## src/hw/rtl/attitude_pid_motor_mixer_assert.svh

```systemverilog
// assertion macros for the attitude controller
`ifndef ATTITUDE_PID_MOTOR_MIXER_ASSERT_SVH
`define ATTITUDE_PID_MOTOR_MIXER_ASSERT_SVH
// property must hold whenever the block is out of reset
`define APM_ASSERT(label, prop, msg) \
    label: assert property (@(posedge i_clk) disable iff (!i_rst_n) (prop)) else $error(msg);
// property checked also during reset
`define APM_ASSERT_ALWAYS(label, prop, msg) \
    label: assert property (@(posedge i_clk) (prop)) else $error(msg);
`endif

```

## src/hw/rtl/apm_pkg.sv

```systemverilog
// shared types and constants for the attitude controller
package apm_pkg;
    localparam int YAW_STEP_PERIODS_DEF = 100;

    localparam logic [15:0] GAIN_PROP_RST  = 16'd512;
    localparam logic [23:0] GAIN_INTEG_RST = 24'd8389;
    localparam logic [7:0]  MOVE_THR_RST   = 8'd2;
    localparam logic [15:0] HOLD_RST       = 16'd500;
    localparam logic [9:0]  LIMIT_RST      = 10'd150;

    // reciprocals for truncating division, 2^20/25 and 2^24/500 rounded up
    localparam logic [31:0] DIV25_RECIP  = 32'd41944;
    localparam logic [31:0] DIV500_RECIP = 32'd33555;

    // register indexes
    localparam logic [2:0] REG_GAIN_PROP  = 3'd0;
    localparam logic [2:0] REG_GAIN_INTEG = 3'd1;
    localparam logic [2:0] REG_LVL_PITCH  = 3'd2;
    localparam logic [2:0] REG_LVL_ROLL   = 3'd3;
    localparam logic [2:0] REG_LVL_YAW    = 3'd4;
    localparam logic [2:0] REG_MOVE_THR   = 3'd5;
    localparam logic [2:0] REG_HOLD       = 3'd6;
    localparam logic [2:0] REG_LIMIT      = 3'd7;

    typedef enum logic [3:0] {
        ST_IDLE,
        ST_PREP,
        ST_CHECK,
        ST_MUL_P,
        ST_MUL_I,
        ST_MUL_M,
        ST_ACC,
        ST_MIX,
        ST_OUT
    } t_state;

    // multiplier request from sequencer
    typedef struct packed {
        logic signed [40:0] a;
        logic signed [31:0] b;
    } t_mul_req;

    function automatic logic signed [31:0] sat16(input logic signed [31:0] v);
        if (v > 32'sd32767) return 32'sd32767;
        if (v < -32'sd32768) return -32'sd32768;
        return v;
    endfunction

    function automatic logic signed [31:0] abs32(input logic signed [31:0] v);
        return (v < 0) ? -v : v;
    endfunction

    // quotient toward zero by 25, exact for magnitudes up to 32768
    function automatic logic signed [15:0] div25(input logic signed [15:0] v);
        logic [15:0] mag;
        logic [31:0] prod;
        mag = v[15] ? 16'(-v) : 16'(v);
        prod = 32'(mag) * DIV25_RECIP;
        return v[15] ? -16'(prod[31:20]) : 16'(prod[31:20]);
    endfunction

    // quotient toward zero by 500, exact for magnitudes up to 32768
    function automatic logic signed [15:0] div500(input logic signed [15:0] v);
        logic [15:0] mag;
        logic [31:0] prod;
        mag = v[15] ? 16'(-v) : 16'(v);
        prod = 32'(mag) * DIV500_RECIP;
        return v[15] ? -16'(prod[31:24]) : 16'(prod[31:24]);
    endfunction
endpackage

```

## src/hw/rtl/apm_mul.sv

```systemverilog
// shared registered signed multiplier, split into two partial products
module apm_mul (
    input  logic                 i_clk,
    input  apm_pkg::t_mul_req    i_req,
    output logic signed [72:0]   o_prod
);
    // low 20 bits of a unsigned, high part signed
    logic signed [20:0] r_lo;
    logic signed [20:0] r_hi;
    logic signed [31:0] r_b;
    logic signed [52:0] r_plo;
    logic signed [52:0] r_phi;

    // operand split
    always_ff @(posedge i_clk) begin
        r_lo <= $signed({1'b0, i_req.a[19:0]});
        r_hi <= i_req.a[40:20];
        r_b  <= i_req.b;
    end

    // two partial products
    always_ff @(posedge i_clk) begin
        r_plo <= 53'(r_lo) * 53'(r_b);
        r_phi <= 53'(r_hi) * 53'(r_b);
    end

    assign o_prod = 73'(r_plo) + (73'(r_phi) <<< 20);
endmodule

```

## config.mk

```make
export PLATFORM = sky130hd
export DESIGN_NAME = apm_mul
export DESIGN_NICKNAME = d
export VERILOG_FILES = /design/src/hw/rtl/attitude_pid_motor_mixer_assert.svh /design/src/hw/rtl/apm_pkg.sv /design/src/hw/rtl/apm_mul.sv
export SDC_FILE = /design/constraint.sdc
export NUM_CORES = 2
export LEC_CHECK = 0
export BUFFER_PORTS_ARGS = -buffer_cell sky130_fd_sc_hd__buf_2
export CORE_MARGIN = 1.5
export CORE_UTILIZATION = 31
export DETAILED_ROUTE_END_ITERATION = 6
export HOLD_SLACK_MARGIN = 0.02
export PLACE_DENSITY = 0.55
export REMOVE_ABC_BUFFERS = 1
export SLEW_MARGIN = 10
export SYNTH_ARGS = -nofsm -noshare
export SYNTH_HDL_FRONTEND = slang
export SYNTH_SLANG_ARGS = --single-unit
```

## constraint.sdc

```tcl
create_clock -name i_clk -period 8.35 [get_ports i_clk]
set_input_delay 0.4175 -clock i_clk [delete_from_list [all_inputs] [get_ports i_clk]]
set_output_delay 0.4175 -clock i_clk [all_outputs]
set_load 0.03 [all_outputs]
```

# Yosys cells after proc, flatten, opt, wreduce, memory -nomap -nowiden
# Index checks and enable logic that the tools add are counted.
[totals]
input_bits = 74
ff_bits = 179
word_cells = 8
[op_classes]
mul = 2
n_addsub = 1
[op_table]
columns = ["cell", "n"]
rows = [
  ["multiplier 21 x 32 -> 53 bit", 2],
  ["adder 53 x 73 -> 73 bit", 1],
]

# Logic depth before layout (Yosys ltp)
[logic_depth]
word_depth = 1
depth_mapped = 28
ltp_nobuf = 26

# Least setup slack after synthesis
# OpenSTA, ideal clock, no wires.
[synth_timing]
path_kind = "flip-flop to flip-flop"
from = "register r_b[8]"
to = "register r_plo[52]"
path_stages_with_launch = 27
arrival_time_ps = 6660
slack_ps = 1568
period_less_slack_ps = 6782
cell_sequence = "dfxtp_1 clkbuf_1 and2_1 fa_1 fa_1 inv_1 fa_1 inv_1 fa_1 inv_1 fa_1 inv_1 fa_1 inv_1 fa_1 inv_1 ha_1 a21o_1 a21o_1 a211oi_1 o21ai_1 o31ai_2 o211ai_2 a31o_2 a21oi_2 nor4bb_1 a311o_1"
[synth_between]
elab_chain_len = 1
[synth_lines]
columns = ["element", "line_no", "source"]
rows = [
  ["from (decl)", "apm_mul.sv:10", "logic signed [31:0] r_b;"],
  ["from (signal assigned)", "apm_mul.sv:18", "r_b <= i_req.b;"],
  ["multiplier 21 x 32 -> 53 bit", "apm_mul.sv:23", "r_plo <= 53'(r_lo) * 53'(r_b);"],
  ["to (signal assigned)", "apm_mul.sv:23", ""],
  ["to (decl)", "apm_mul.sv:11", "logic signed [52:0] r_plo;"],
]
# Every way passes these cells.

# Worst setup path after layout
[layout_timing]
from = "register r_lo[7]"
to = "register r_plo[37]"
[layout_between]
elab_chain_len = 1
[layout_lines]
columns = ["element", "line_no", "source"]
rows = [
  ["from (decl)", "apm_mul.sv:8", "logic signed [20:0] r_lo;"],
  ["from (signal assigned)", "apm_mul.sv:16", "r_lo <= $signed({1'b0, i_req.a[19:0]});"],
  ["multiplier 21 x 32 -> 53 bit", "apm_mul.sv:23", ""],
]
# Every way passes these cells.

==> flow_metrics.tcl <==
set metrics [dict create \
    outcome "finished clean" \
    holdPathStages 1 \
    end_kind "register" \
    tightest_slew_ps 1100 \
    synthMuxAreaShare 0.000190 \
    num_rows 151 \
    drive_above_1_share 0.0585 \
    die_width_microns 415 \
    setup-tns-final_ps 0 \
    yosysMostFrequentCell "inv_1" \
    holdWs_ps 58.7 \
    min_path_type "in -> reg" \
    core_sq_mm 0.169 \
    critPathMaxFanout 19 \
    ys_top_cells_by_area "fa_1 (50%), inv_1 (11%), ha_1 (7.6%), and2_1 (7.5%), dfxtp_1 (6.8%)" \
    synth_compound_area_frac 0.0571 \
    nets 7550 \
    syn2layout_area_growth_pct 9.37 \
    r2r-start "r_lo[7]" \
    antenna_found_initial 5 \
    wl_per_cell_microns 17.7 \
    synth_area_leader_cell "fa_1" \
    synth_seq_area_share 0.0681 \
    place_inst 7979 \
    async_flop_share 0 \
    rsz0062_at_grt "false" \
    path_class "reg -> reg" \
    clk_latency_ps 560 \
    grt_pass1_vias 41300 \
    yosys_warnings 0 \
    synth_cell_type_count 81 \
    synth-adder-area-share 0.572 \
    synth_edf_count 0 \
    instances_no_fill 8086 \
    num_vias 37500 \
    cts_root_buf "clkbuf_16" \
    drtIter0Drc 2060 \
    antenna_left 0 \
    path_clk_slew_ps 110 \
    ios 147 \
    grt_usage 0.174 \
    cts_buffer_depth 2 \
    reg2reg_slack_ps 260 \
    slew_viol_final 0 \
    h-tree-depth 4 \
    hpwl_microns 118000 \
    die_area_sq_mm 0.172 \
    ys.flop_type "dfxtp_1" \
    synth_common_cells "inv_1 (1474), fa_1 (1304), nand2_1 (734)" \
    synth_xor_area_frac 0.0264 \
    synth.avg_cell_area_sq_um 9.14 \
    min_to "r_lo[6]" \
    synth_seq_cells 179 \
    cts_buffers 17 \
    finalSetupViolCount 0 \
    hold_viol_final 0 \
    die_y_microns 415 \
    r2r_end "r_plo[37]" \
    yosysTopAreaCellShare 0.496 \
    synth_simple_gate_area_share 0.149 \
    grt_max_degree 42 \
    syn_area_sq_mm 0.0527 \
    initial_core_util 0.311 \
    cts_tree "done" \
    synth_top_family_by_area "adder cells" \
    finalCritPeriodShare 0.969 \
    reg2reg_depth 24 \
    worstPathArrival_ps 8440 \
    via_per_inst 4.64 \
    drt_wl_total_microns 143000 \
    hp-start "i_req[38]" \
    period_minus_slack_ps 8090 \
    timing.fmax_ghz 0.124 \
    drc 0 \
    skew_ps 31.9 \
    firstDrtPassIters 7 \
    postSynthCellCount 5762 \
    maxCapViolations 0 \
    cts.sinks 179 \
    portBuffers 146 \
    gr-total-overflow 0 \
    grt_pass1_wl_microns 232000 \
    gp_congestion 0.867 \
    cp.required_ps 8700 \
    worst_setup_path_start_kind "register" \
    slew_headroom 0.263 \
]
cell families after synthesis:
kind of cell | Yosys count
AOI/OAI and AO/OA | 454
muxes | 1
adders and majority gates | 1624
buffers and inverters | 1759
and+or+nand+nor | 1586
xor gates and xnor gates | 159
DFF | 179
state kept, by name (all words and copies together), names as in the netlist:
register / flops
r_b: 32
r_hi: 21
r_lo: 20
r_phi: 53
r_plo: 53
final cells by class:
cell class	count	area (sq um)
fill	17500	112000
sequential	179	3590
tap	2218	2780
antenna	3	7.51
clock buffer	18	429
inverter	1477	5540
clock inverter	14	164
timing repair buffer	353	2690
multi-input combinational	3824	42400
per-layer routing:
| layer | GRT usage | share of wire | vias to the layer above |
|---|---|---|---|
| met2 | 0.299 | 0.49 | 834 |
| met1 | 0.226 | 0.43 | 19700 |
| li1 | - | - | 16800 |
| met3 | 0.0218 | 0.045 | 149 |
| met5 | 0 | 0.00011 | - |
| met4 | 0.0566 | 0.034 | 2 |
worst max path at each step:
stage | slack, ps | end | cells past startpoint | start
2_1_floorplan | 1250 | r_plo[52] | 25 | r_b[9]
3_3_place_gp | 350 | r_plo[37] | 24 | r_lo[8]
3_5_place_dp | 290 | r_plo[37] | 24 | r_lo[8]
4_1_cts | 200 | r_plo[37] | 24 | r_lo[8]
5_1_grt | 30 | r_phi[49] | 23 | r_hi[8]
6_report | 260 | r_plo[37] | 24 | r_lo[7]
through the flow:
stage / instance area [sq um] / utilization / worst slack, ps
after floorplan: 51500 / - / 1250
after global placement: 56300 / 0.333 / 348
after detailed placement: 56300 / 0.333 / 293
after CTS: 57600 / 0.340 / 201
after global routing: 57600 / 0.341 / 28.3
final: 57600 / 0.341 / 262
critical path, cell delays in order (launching register included):
cell,delay [ps]
dfxtp_1,970
buf_4,280
nand2_1,80
fa_1,500
fa_1,510
fa_1,520
inv_1,60
fa_1,540
fa_1,420
fa_1,500
inv_1,50
fa_1,470
inv_1,40
ha_1,400
a21oi_1,210
o21bai_1,80
a21oi_1,400
o21ai_0,160
a31oi_1,380
buf_4,250
o21a_1,240
o21ba_2,220
inv_2,50
a21oi_1,170
xnor2_1,390
placed cells by master, fill, tap and decap left out, drive strengths merged, types with 18 or more instances in the layout:
cell / instances
o21ai: 74
a21o: 100
dlygate4sd3: 72
o21bai: 27
and3: 21
fa: 1304
a211oi: 20
o21a: 19
xor2: 42
xnor2: 117
a21oi: 130
and2: 629
clkbuf: 18
inv: 1482
ha: 320
nand2: 734
dfxtp: 179
nor3: 23
a31oi: 19
nor2: 83
nand3: 19
buf: 281
what timing repair did:
item,4_1_cts,5_1_grt
setup buffers,0,0
gates resized for setup,0,5
endpoints found under the setup margin,0,7
endpoints found under the hold margin,72,0
hold buffers,72,0
Power is left out: the tool's default activity adds up to more than one toggle a clock period on the data nets, which glitch-free logic cannot reach.
